File: src/sv/pmrq_pkg.sv
// Package: shared types and constants of the paged memory request queue.
`timescale 1ns / 1ps

package pmrq_pkg;

  // Defaults and fixed sizes
  localparam int unsigned DefQueueDepth = 16;
  localparam int unsigned MemBytes      = 2048;
  localparam int unsigned PageBytes     = 256;
  localparam logic [6:0]  BaseReset     = 7'd80;

  typedef logic [6:0] base_addr_t;

  // Input operation codes
  typedef enum logic [1:0] {
    OP_WRITE = 2'd0,
    OP_READ  = 2'd1,
    OP_DONE  = 2'd2,
    OP_ERROR = 2'd3
  } op_e;

  // Result kinds
  typedef enum logic [1:0] {
    KIND_REPLY = 2'd0,
    KIND_CMD   = 2'd1,
    KIND_CMPL  = 2'd2
  } kind_e;

  // Sequencer states
  typedef enum logic [2:0] {
    S_IDLE,
    S_EVAL,
    S_ZCMPL,
    S_CMPL,
    S_LOAD,
    S_CMD,
    S_REPLY
  } state_e;

  typedef struct packed {
    op_e          operation;
    logic [10:0]  address;
    logic [11:0]  size;
    logic [15:0]  buffer_id;
    logic [15:0]  tag;
    logic         notify;
  } in_item_t;

  typedef struct packed {
    kind_e        kind;
    logic         status;
    logic [6:0]   device_address;
    logic [7:0]   page_offset;
    logic [8:0]   chunk_length;
    logic [10:0]  buffer_offset;
    logic [15:0]  buffer_ref;
    logic [15:0]  context_tag;
    logic         write_dir;
    logic         last;
  } out_item_t;

  // One queued request
  typedef struct packed {
    logic [10:0]  addr;
    logic [11:0]  len;
    logic [15:0]  buf_id;
    logic [15:0]  tag;
    logic         notify;
    logic         wr;
  } req_t;

endpackage

File: src/sv/pmrq_stream_if.sv
// Interface: valid/ready channel with a typed payload.
`timescale 1ns / 1ps

interface pmrq_stream_if #(
  parameter type payload_t = logic
);
  logic     valid;
  logic     ready;
  payload_t payload;

  modport source (output valid, output payload, input ready);
  modport sink   (input valid, input payload, output ready);
endinterface

File: src/sv/paged_memory_request_queue_top.sv
// Top level: request ring, page splitter and result sequencer of the request queue.
//
// Usage: requests and bus events enter on req_i (operation, address, size,
// buffer_id, tag, notify); results leave on rsp_o (submit replies, bus transfer
// commands, completions), up to two per input, the final one flagged by last.
// cfg_i writes the seven-bit device base address; write it only while idle.
// Items are handled one at a time by a sequencer. A done or error event may
// pop the next request, which is read from the ring memory into a register
// before it is loaded as the active request. Each result is registered in
// the output register; when the receiver stalls, the result holds there and
// the sequencer waits, so req_i stays low on ready until the final result of
// the current item has been loaded into the output register, where it may
// still be waiting for its transfer.
// Queued requests sit in a QUEUE_DEPTH entry synchronous memory; one slot is
// always kept empty. The active request and its byte count live in registers.
// Reset empties the ring, clears the active request and loads base address 80;
// the ring memory itself is not cleared, as only written entries are popped.
`timescale 1ns / 1ps

module paged_memory_request_queue_top #(
  parameter int unsigned QUEUE_DEPTH = pmrq_pkg::DefQueueDepth
) (
  input  logic clk_i,
  input  logic rst_ni,
  pmrq_stream_if.sink   req_i,
  pmrq_stream_if.source rsp_o,
  pmrq_stream_if.sink   cfg_i
);

  localparam int unsigned IdxW = $clog2(QUEUE_DEPTH);

  // Ring memory
  pmrq_pkg::req_t ring_mem [QUEUE_DEPTH];
  pmrq_pkg::req_t mem_rdata_q;
  logic           mem_we;
  logic           mem_re;

  // Control and datapath registers
  pmrq_pkg::state_e    state_q, state_d;
  logic [IdxW-1:0]     head_q, head_d;
  logic [IdxW-1:0]     tail_q, tail_d;
  logic                busy_q, busy_d;
  pmrq_pkg::req_t      act_q, act_d;
  logic [11:0]         moved_q, moved_d;
  pmrq_pkg::in_item_t  in_q;
  logic                rep_err_q, rep_err_d;
  logic                cmpl_err_q, cmpl_err_d;
  logic                cmd_rep_q, cmd_rep_d;
  pmrq_pkg::base_addr_t base_q;
  pmrq_pkg::out_item_t out_q, out_d;
  logic                out_vld_q, out_vld_d;

  // Combinational helpers
  pmrq_pkg::req_t      in_req;
  logic [12:0]         end_addr;
  logic [11:0]         cur;
  logic [8:0]          room;
  logic [11:0]         rem;
  logic [8:0]          chunk;
  logic [11:0]         new_moved;
  logic [IdxW-1:0]     head_nxt;
  logic [IdxW-1:0]     tail_nxt;
  logic                ring_empty;
  logic                slot_free;
  logic                emit;
  pmrq_pkg::out_item_t emit_item;

  // Build a reply or completion result, transfer fields zero
  function automatic pmrq_pkg::out_item_t mk_plain(pmrq_pkg::kind_e k, logic st,
                                                   logic [15:0] b, logic [15:0] t,
                                                   logic w, logic l);
    pmrq_pkg::out_item_t o;
    o = '0;
    o.kind        = k;
    o.status      = st;
    o.buffer_ref  = b;
    o.context_tag = t;
    o.write_dir   = w;
    o.last        = l;
    return o;
  endfunction

  // Request as given by the latched submit
  always_comb begin
    in_req.addr   = in_q.address;
    in_req.len    = in_q.size;
    in_req.buf_id = in_q.buffer_id;
    in_req.tag    = in_q.tag;
    in_req.notify = in_q.notify;
    in_req.wr     = (in_q.operation == pmrq_pkg::OP_WRITE);
  end

  // Page split of the active request
  assign end_addr  = {2'b00, in_q.address} + {1'b0, in_q.size};
  assign cur       = {1'b0, act_q.addr} + moved_q;
  assign room      = 9'(pmrq_pkg::PageBytes) - {1'b0, cur[7:0]};
  assign rem       = act_q.len - moved_q;
  assign chunk     = (rem < {3'b000, room}) ? rem[8:0] : room;
  assign new_moved = moved_q + {3'b000, chunk};

  // Ring pointers
  assign head_nxt   = (head_q == IdxW'(QUEUE_DEPTH - 1)) ? '0 : head_q + 1'b1;
  assign tail_nxt   = (tail_q == IdxW'(QUEUE_DEPTH - 1)) ? '0 : tail_q + 1'b1;
  assign ring_empty = (head_q == tail_q);

  assign slot_free   = !out_vld_q || rsp_o.ready;
  assign req_i.ready = (state_q == pmrq_pkg::S_IDLE);
  assign cfg_i.ready = 1'b1;
  assign rsp_o.valid   = out_vld_q;
  assign rsp_o.payload = out_q;

  // Next state, pointer updates and result selection
  always_comb begin
    state_d    = state_q;
    head_d     = head_q;
    tail_d     = tail_q;
    busy_d     = busy_q;
    act_d      = act_q;
    moved_d    = moved_q;
    rep_err_d  = rep_err_q;
    cmpl_err_d = cmpl_err_q;
    cmd_rep_d  = cmd_rep_q;
    mem_we     = 1'b0;
    mem_re     = 1'b0;
    emit       = 1'b0;
    emit_item  = '0;

    unique case (state_q)
      pmrq_pkg::S_IDLE: begin
        if (req_i.valid) begin
          state_d = pmrq_pkg::S_EVAL;
        end
      end

      pmrq_pkg::S_EVAL: begin
        priority if (in_q.operation == pmrq_pkg::OP_WRITE ||
                     in_q.operation == pmrq_pkg::OP_READ) begin
          priority if (end_addr > 13'(pmrq_pkg::MemBytes)) begin
            rep_err_d = 1'b1;
            state_d   = pmrq_pkg::S_REPLY;
          end else if (in_q.size == '0) begin
            rep_err_d = 1'b0;
            state_d   = in_q.notify ? pmrq_pkg::S_ZCMPL : pmrq_pkg::S_REPLY;
          end else if (head_nxt == tail_q) begin
            rep_err_d = 1'b1;
            state_d   = pmrq_pkg::S_REPLY;
          end else if (busy_q) begin
            // queue behind the active request
            mem_we    = 1'b1;
            head_d    = head_nxt;
            rep_err_d = 1'b0;
            state_d   = pmrq_pkg::S_REPLY;
          end else begin
            // ring is empty while idle: start the request straight away
            act_d     = in_req;
            moved_d   = '0;
            busy_d    = 1'b1;
            rep_err_d = 1'b0;
            cmd_rep_d = 1'b1;
            state_d   = pmrq_pkg::S_CMD;
          end
        end else if (!busy_q) begin
          state_d = pmrq_pkg::S_IDLE;
        end else if (in_q.operation == pmrq_pkg::OP_DONE) begin
          if (new_moved >= act_q.len) begin
            busy_d     = 1'b0;
            cmpl_err_d = 1'b0;
            state_d    = pmrq_pkg::S_CMPL;
          end else begin
            moved_d   = new_moved;
            cmd_rep_d = 1'b0;
            state_d   = pmrq_pkg::S_CMD;
          end
        end else begin
          busy_d     = 1'b0;
          cmpl_err_d = 1'b1;
          state_d    = pmrq_pkg::S_CMPL;
        end
      end

      pmrq_pkg::S_ZCMPL: begin
        emit      = 1'b1;
        emit_item = mk_plain(pmrq_pkg::KIND_CMPL, 1'b0, in_q.buffer_id, in_q.tag,
                             in_req.wr, 1'b0);
        if (slot_free) begin
          state_d = pmrq_pkg::S_REPLY;
        end
      end

      pmrq_pkg::S_CMPL: begin
        emit      = act_q.notify;
        emit_item = mk_plain(pmrq_pkg::KIND_CMPL, cmpl_err_q, act_q.buf_id, act_q.tag,
                             act_q.wr, ring_empty);
        if (slot_free || !act_q.notify) begin
          // pop the next request, if any
          if (ring_empty) begin
            state_d = pmrq_pkg::S_IDLE;
          end else begin
            mem_re  = 1'b1;
            tail_d  = tail_nxt;
            state_d = pmrq_pkg::S_LOAD;
          end
        end
      end

      pmrq_pkg::S_LOAD: begin
        act_d     = mem_rdata_q;
        moved_d   = '0;
        busy_d    = 1'b1;
        cmd_rep_d = 1'b0;
        state_d   = pmrq_pkg::S_CMD;
      end

      pmrq_pkg::S_CMD: begin
        emit                     = 1'b1;
        emit_item                = '0;
        emit_item.kind           = pmrq_pkg::KIND_CMD;
        emit_item.device_address = base_q | {4'b0000, cur[10:8]};
        emit_item.page_offset    = cur[7:0];
        emit_item.chunk_length   = chunk;
        emit_item.buffer_offset  = moved_q[10:0];
        emit_item.buffer_ref     = act_q.buf_id;
        emit_item.context_tag    = act_q.tag;
        emit_item.write_dir      = act_q.wr;
        emit_item.last           = !cmd_rep_q;
        if (slot_free) begin
          state_d = cmd_rep_q ? pmrq_pkg::S_REPLY : pmrq_pkg::S_IDLE;
        end
      end

      pmrq_pkg::S_REPLY: begin
        emit      = 1'b1;
        emit_item = mk_plain(pmrq_pkg::KIND_REPLY, rep_err_q, in_q.buffer_id, in_q.tag,
                             in_req.wr, 1'b1);
        if (slot_free) begin
          state_d = pmrq_pkg::S_IDLE;
        end
      end

      default: begin
        state_d = pmrq_pkg::S_IDLE;
      end
    endcase

    // Output register: load on a free slot, drop once transferred
    out_d     = out_q;
    out_vld_d = out_vld_q && !rsp_o.ready;
    if (emit && slot_free) begin
      out_d     = emit_item;
      out_vld_d = 1'b1;
    end
  end

  // Control state
  always_ff @(posedge clk_i or negedge rst_ni) begin
    if (!rst_ni) begin
      state_q    <= pmrq_pkg::S_IDLE;
      head_q     <= '0;
      tail_q     <= '0;
      busy_q     <= 1'b0;
      act_q      <= '0;
      moved_q    <= '0;
      rep_err_q  <= 1'b0;
      cmpl_err_q <= 1'b0;
      cmd_rep_q  <= 1'b0;
      out_vld_q  <= 1'b0;
      base_q     <= pmrq_pkg::BaseReset;
    end else begin
      state_q    <= state_d;
      head_q     <= head_d;
      tail_q     <= tail_d;
      busy_q     <= busy_d;
      act_q      <= act_d;
      moved_q    <= moved_d;
      rep_err_q  <= rep_err_d;
      cmpl_err_q <= cmpl_err_d;
      cmd_rep_q  <= cmd_rep_d;
      out_vld_q  <= out_vld_d;
      if (cfg_i.valid) begin
        base_q <= cfg_i.payload;
      end
    end
  end

  // Payload registers
  always_ff @(posedge clk_i) begin
    out_q <= out_d;
    if (req_i.valid && req_i.ready) begin
      in_q <= req_i.payload;
    end
  end

  // Ring memory: write at head, read at tail; never the same cycle
  always_ff @(posedge clk_i) begin
    if (mem_we) begin
      ring_mem[head_q] <= in_req;
    end
    if (mem_re) begin
      mem_rdata_q <= ring_mem[tail_q];
    end
  end

  // Idle with no transfer in flight means the ring is empty
  a_idle_empty: assert property (@(posedge clk_i) disable iff (!rst_ni)
    (state_q == pmrq_pkg::S_IDLE && !busy_q) |-> (head_q == tail_q))
    else $error("idle with requests left in the ring");

  // A command never leaves an empty or page-crossing chunk
  a_cmd_chunk: assert property (@(posedge clk_i) disable iff (!rst_ni)
    (emit && state_q == pmrq_pkg::S_CMD) |->
      (chunk != '0 && ({1'b0, cur[7:0]} + chunk) <= 9'(pmrq_pkg::PageBytes)))
    else $error("bad transfer chunk");

  // A command is only issued for an active request
  a_cmd_busy: assert property (@(posedge clk_i) disable iff (!rst_ni)
    (state_q == pmrq_pkg::S_CMD) |-> busy_q)
    else $error("command without active request");

  // A pop is followed by the load of the read data
  a_pop_load: assert property (@(posedge clk_i) disable iff (!rst_ni)
    mem_re |=> (state_q == pmrq_pkg::S_LOAD && !busy_q))
    else $error("ring read not followed by load");

endmodule
File: src/flat_wrapper.sv
// flat-port wrapper written by rule: the top's interface ports become plain ports
module paged_memory_request_queue_top_flat 
#(
  parameter int unsigned QUEUE_DEPTH = pmrq_pkg::DefQueueDepth
)
  (clk_i, rst_ni, req_i_valid, req_i_payload, req_i_ready, rsp_o_valid, rsp_o_payload, rsp_o_ready, cfg_i_valid, cfg_i_payload, cfg_i_ready);
  pmrq_stream_if req_i_i ();
  pmrq_stream_if rsp_o_i ();
  pmrq_stream_if cfg_i_i ();
  input  logic clk_i;
  input  logic rst_ni;
  input wire logic [$bits(req_i_i.valid)-1:0] req_i_valid;
  input wire logic [$bits(req_i_i.payload)-1:0] req_i_payload;
  output wire logic [$bits(req_i_i.ready)-1:0] req_i_ready;
  output wire logic [$bits(rsp_o_i.valid)-1:0] rsp_o_valid;
  output wire logic [$bits(rsp_o_i.payload)-1:0] rsp_o_payload;
  input wire logic [$bits(rsp_o_i.ready)-1:0] rsp_o_ready;
  input wire logic [$bits(cfg_i_i.valid)-1:0] cfg_i_valid;
  input wire logic [$bits(cfg_i_i.payload)-1:0] cfg_i_payload;
  output wire logic [$bits(cfg_i_i.ready)-1:0] cfg_i_ready;
  assign req_i_i.valid = req_i_valid;
  assign req_i_i.payload = req_i_payload;
  assign req_i_ready = req_i_i.ready;
  assign rsp_o_valid = rsp_o_i.valid;
  assign rsp_o_payload = rsp_o_i.payload;
  assign rsp_o_i.ready = rsp_o_ready;
  assign cfg_i_i.valid = cfg_i_valid;
  assign cfg_i_i.payload = cfg_i_payload;
  assign cfg_i_ready = cfg_i_i.ready;
  paged_memory_request_queue_top #(.QUEUE_DEPTH(QUEUE_DEPTH)) u_core (.clk_i(clk_i), .rst_ni(rst_ni), .req_i(req_i_i), .rsp_o(rsp_o_i), .cfg_i(cfg_i_i));
endmodule
File: config.mk
export PLATFORM = sky130hd
export DESIGN_NAME = paged_memory_request_queue_top_flat
export DESIGN_NICKNAME = d
export VERILOG_FILES = /design/src/sv/pmrq_pkg.sv /design/src/sv/pmrq_stream_if.sv /design/src/sv/paged_memory_request_queue_top.sv /design/src/flat_wrapper.sv
export SDC_FILE = /design/constraint.sdc
export NUM_CORES = 1
export LEC_CHECK = 0
export BUFFER_PORTS_ARGS = -buffer_cell sky130_fd_sc_hd__buf_2
export CAP_MARGIN = 20
export CORE_MARGIN = 2
export CORE_UTILIZATION = 45
export DETAILED_ROUTE_END_ITERATION = 8
export GPL_TIMING_DRIVEN = 0
export PLACE_DENSITY = 0.67
export SLEW_MARGIN = 20
export SYNTH_ARGS = -nofsm -noshare
export SYNTH_HDL_FRONTEND = slang
export SYNTH_SLANG_ARGS = --single-unit
export TNS_END_PERCENT = 10
File: constraint.sdc
create_clock -name clk_i -period 2.02 [get_ports clk_i]
set_input_delay 0.303 -clock clk_i [delete_from_list [all_inputs] [get_ports clk_i]]
set_output_delay 0.303 -clock clk_i [all_outputs]
set_load 0.01 [all_outputs]
# Yosys cells after proc, flatten, opt, wreduce, memory -nomap -nowiden
# Cells that the tools add are included.
[word_totals]
elab_cells = 68
input_bits = 7
regBits = 70
[classes]
n_bitwise = 2
n_eq_ne = 15
n_mux = 19
reduce_logical = 17
addsub = 1
[ops]
columns = ["cell", "n"]
rows = [
  ["2-to-1 mux 57 bit", 1],
  ["2-to-1 mux 3 bit", 8],
  ["one-hot mux 3 bit (7 select lines)", 1],
  ["== test 3 bit (second input constant)", 3],
  ["!= test 2 x 1 -> 1 bit (second input constant)", 4],
  ["== test 3 x 2 -> 1 bit (second input constant)", 2],
  ["2-to-1 mux 1 bit", 6],
  ["!= test 2 bit (second input constant)", 3],
  ["AND reduction 3 bit", 2],
  ["AND reduction 5 bit", 1],
  ["adder 4 x 1 -> 4 bit (second input constant)", 1],
  ["== test 1 x 4 -> 1 bit (first input constant)", 1],
  ["== test 4 bit (second input constant)", 1],
  ["zero test 1 bit", 4],
  ["zero test 4 bit", 1],
  ["2-to-1 mux 4 bit", 1],
  ["one-hot mux 1 bit (4 select lines)", 1],
  ["AND reduction 4 bit", 1],
  ["== test 3 x 1 -> 1 bit (second input constant)", 1],
  ["logical AND 1 bit", 3],
  ["zero test 3 bit", 1],
  ["OR reduction 3 bit", 1],
  ["logical OR 1 bit", 2],
  ["inverter 1 bit", 2],
  ["2 further kinds", 2],
]

# Longest topological paths before layout
[logic_depth]
word_depth = 5
ltp_mapped = 6
ltp_nobuf = 6

# Worst setup path after synthesis
# No wires, ideal clock.
[synth_timing]
path_kind = "flip-flop to flip-flop"
startpoint = "register u_core.tail_q[0]"
endpoint = "register u_core.tail_q[0]"
slack_ps = 595
required_ps = 1893
setup_ps = 127
path_stages_with_launch = 7
period_less_slack_ps = 1425
arrival_ps = 1298
path_cell_list = "dfrtp_1 -> inv_1 -> ha_1 -> or3b_1 -> and4b_4 -> nand3_1 -> o21ai_0"
[synth_between]
elab_chain_cells = 3
word_cells_on_any_way = 6
[synth_rtl]
columns = ["element", "line_no", "text"]
rows = [
  ["from (decl)", "paged_memory_request_queue_top.sv:41", "logic [IdxW-1:0] tail_q, tail_d;"],
  ["from (signal assigned)", "paged_memory_request_queue_top.sv:271", "tail_q <= tail_d;"],
  ["parallel branches: the longest is 3 deep, another holds adder 4 x 1 -> 4 bit", "-", ""],
]
# Parallel ways; which one is timed is not known.
# A chain may end at the register's enable or synchronous reset.

# Worst setup path in the final report
[layout_timing]
startpoint = "register u_core.state_q[0]"
endpoint = "output port req_i_ready"
[layout_between]
elab_chain_cells = 1
[layout_rtl]
columns = ["element", "line_no", "text"]
rows = [
  ["from (decl)", "paged_memory_request_queue_top.sv:39", "pmrq_pkg::state_e state_q, state_d;"],
  ["from (signal assigned)", "paged_memory_request_queue_top.sv:257", "state_q <= pmrq_pkg::S_IDLE;"],
  ["from (signal assigned)", "paged_memory_request_queue_top.sv:269", "state_q <= state_d;"],
  ["zero test 3 bit", "paged_memory_request_queue_top.sv:107", "assign req_i.ready = (state_q == pmrq_pkg::S_IDLE);"],
  ["to (decl)", "flat_wrapper.sv:14", "output wire logic [$bits(req_i_i.ready)-1:0] req_i_ready;"],
]
# No other way between the ends.

==> impl_metrics.py <==
metrics = {
    "floorplanning": {
        "num_io_pins": 11,
        "die_w_um": 40.3,
        "num_rows": 13,
        "die_area_mm2": 0.00162,
        "coreArea_mm2": 0.00127,
        "fp.dieH_um": 40.3,
        "start_util_pct": 46.6,
    },
    "yosys": {
        "yosys_warnings": 0,
        "syn-cell-area_um2": 592,
        "synth-seq-cells": 10,
        "synth_cell_types": 30,
        "synth_cells": 64,
        "avgSynthCellArea_um2": 9.25,
        "seq_area_frac_synth_pct": 44.0,
        "syn_nets": 73,
    },
    "run_status": {
        "status": "complete, no violations",
    },
    "cts": {
        "hold_buffers": 1,
        "cts_tree": "done",
        "cts-resized-gates": 0,
        "cts_root_buf": "clkbuf_4",
        "clock_sinks": 10,
        "cts_buffers": 3,
        "clk_pin_slew_ns": 0.06,
        "clk_latency_ns": 0.26,
        "cts.path.max_buffers": 2,
        "cts_max_level": 1,
        "postCtsSetupBuffers": 0,
    },
    "cells_and_area": {
        "fillCellCount": 127,
        "instances_no_fill": 91,
        "final_common_cell": "buf_2",
        "syn2layout_area_growth_pct": 16.9,
        "layout-drive-gt1-share_pct": 23.7,
        "final_area_um2": 692,
        "diodes": 0,
        "fin_nets": 86,
        "final_cell_mix": "buf_2 (9), dfrtp_1 (8), nor2_1 (7)",
    },
    "power_and_ir_drop": {
        "p_per_area_mw_per_mm2": 1250,
        "leakage_uw": 0.000316,
        "irDropWorstVdd_mv": 0.603,
    },
    "worst_setup_path": {
        "rrSetupSlack_ns": 0.45,
        "end_kind": "output pin",
        "crit_type": "register to output pin",
        "path_max_fanout": 10,
        "crit_arrival_ns": 1.27,
        "start_kind": "register",
        "required_ns": 1.72,
    },
    "timing": {
        "drv_slew": 0,
        "fin_worst_skew_ns": 0.00435,
        "finalHoldViolCount": 0,
        "finalSetupViolCount": 0,
        "fmax_ghz": 0.634,
        "rsz0062_at_grt": "no",
        "fin_crit_sh_pct": 78.1,
        "fin_crit_ns": 1.58,
        "tns_ns": 0,
    },
    "placed_design": {
        "place_area_um2": 646,
        "hpwlAfterDp_um": 794,
        "place_inst": 86,
        "finalWeightedCongestion": 0.769,
        "port_buffers": 7,
    },
    "global_routing": {
        "grt.total_usage_pct": 16.9,
        "antenna_found_initial": 0,
        "grt_pass1_vias": 407,
        "grt_max_degree": 11,
        "grt_pass1_wl_um": 1710,
        "grt_remaining_overflow": 0,
    },
    "worst_hold_path": {
        "hold_path_class": "input port to register",
    },
    "routing": {
        "finalWirelength_um": 1070,
        "wl_per_cell_um": 11.8,
        "drt_drc_violations_left": 0,
        "first_iter_violations": 5,
        "ant_nets": 0,
        "vias": 476,
        "dr.pass1.iters": 4,
        "routed_via_density": 5.23,
    },
    "flow_run": {
        "max_cap_violations": 0,
    },
}
==> report_power, final <==
part           switching, uW  total [uW]  internal [uW]
clock                   68.1         178            109
sequential              42.9         310            267
combinational            206         380            174
==> layer usage <==
metal | wire [um] | up-vias | share of wire (%) | GRT usage, %
met4 | 34 | 0 | 3.2 | 12.5
met5 | 0 | - | 0 | 0
met3 | 37 | 5 | 3.5 | 5.00
met1 | 520 | 217 | 49 | 22.3
li1 | - | 246 | - | -
met2 | 481 | 8 | 45 | 23.0
==> cells in the mapped netlist <==
cell type	count	share of area (%)
a2111oi_0	1	1.5
a21o_1	1	1.3
a21oi_1	4	3.4
a22o_1	1	1.5
a311o_1	1	1.7
and2_1	1	1.1
and4b_4	1	2.3
buf_2	2	1.7
buf_4	1	1.3
buf_6	1	1.9
conb_1	1	0.63
dfrtp_1	8	34
edfxtp_1	2	10
ha_1	2	4.2
inv_1	3	1.9
mux2_2	1	1.9
nand2_1	5	3.2
nand2_2	1	1.1
nand2b_1	4	4.2
nand3_1	2	1.7
nand4b_1	1	1.5
nor2_1	7	4.4
nor2b_1	1	1.1
nor3_1	2	1.7
nor3b_1	1	1.3
o21ai_0	5	4.2
o22ai_1	1	1.1
o41ai_1	1	1.5
or3b_1	1	1.5
xnor2_1	1	1.5
==> worst paths after layout <==
| path | from | end | cells after the start |
|---|---|---|---|
| max in group asynchronous | rst_ni | u_core.state_q[0] | 2 |
| worst min register to register | u_core.tail_q[3] | u_core.tail_q[3] | 1 |
| worst max-delay path | u_core.state_q[0] | req_i_ready | 3 |
| worst min-delay path | req_i_payload | u_core.in_q[0] | 1 |
| worst max register to register | u_core.tail_q[0] | u_core.tail_q[0] | 6 |
| min in group asynchronous | rst_ni | u_core.state_q[1] | 2 |
==> through the flow <==
stage                     total power (uW)  setup slack [ns]  utilization, %  hold slack, ns
after floorplan                        598             0.595               -         0.00741
after global placement                 688             0.495            50.9           0.154
after detailed placement               690             0.480            50.9           0.155
after CTS                              878             0.425            54.5           0.203
after global routing                   943             0.297            54.5           0.208
final                                  867             0.442            54.5           0.214
==> state kept, by name, summed over array words and instances (netlist names) <==
| name | flops |
|---|---|
| u_core.state_q | 3 |
| u_core.tail_q | 4 |
| u_core.rsp_o.payload | 1 |
| u_core.in_q | 1 |
| u_core.rsp_o.valid | 1 |
==> cell type report <==
cell class,instances,area (um2),area share (%)
repair buffers,8,45.0,6.51
well taps,15,18.8,2.71
inverters,3,11.3,1.63
multi-input cells,47,292,42.1
flip-flops and latches,10,260,37.6
plain buffers,4,28.8,4.16
clock buffers,4,36.3,5.24
==> worst max-delay path, stage by stage, from the launching register on <==
cell	delay (ns)
dfrtp_1	0.43
buf_2	0.20
nor3_1	0.21
buf_2	0.17
==> logic make-up after synthesis <==
group,after synthesis,synth area share [%]
DFF,10,44.0
AOI/OAI and AO/OA,15,16.1
adders and majority gates,2,4.23
muxes,1,1.90
xor gates and xnor gates,1,1.48
buffers and inverters,7,6.77
other,1,0.634
and+or+nand+nor,27,25.0
(Power assumes the default switching activity.)
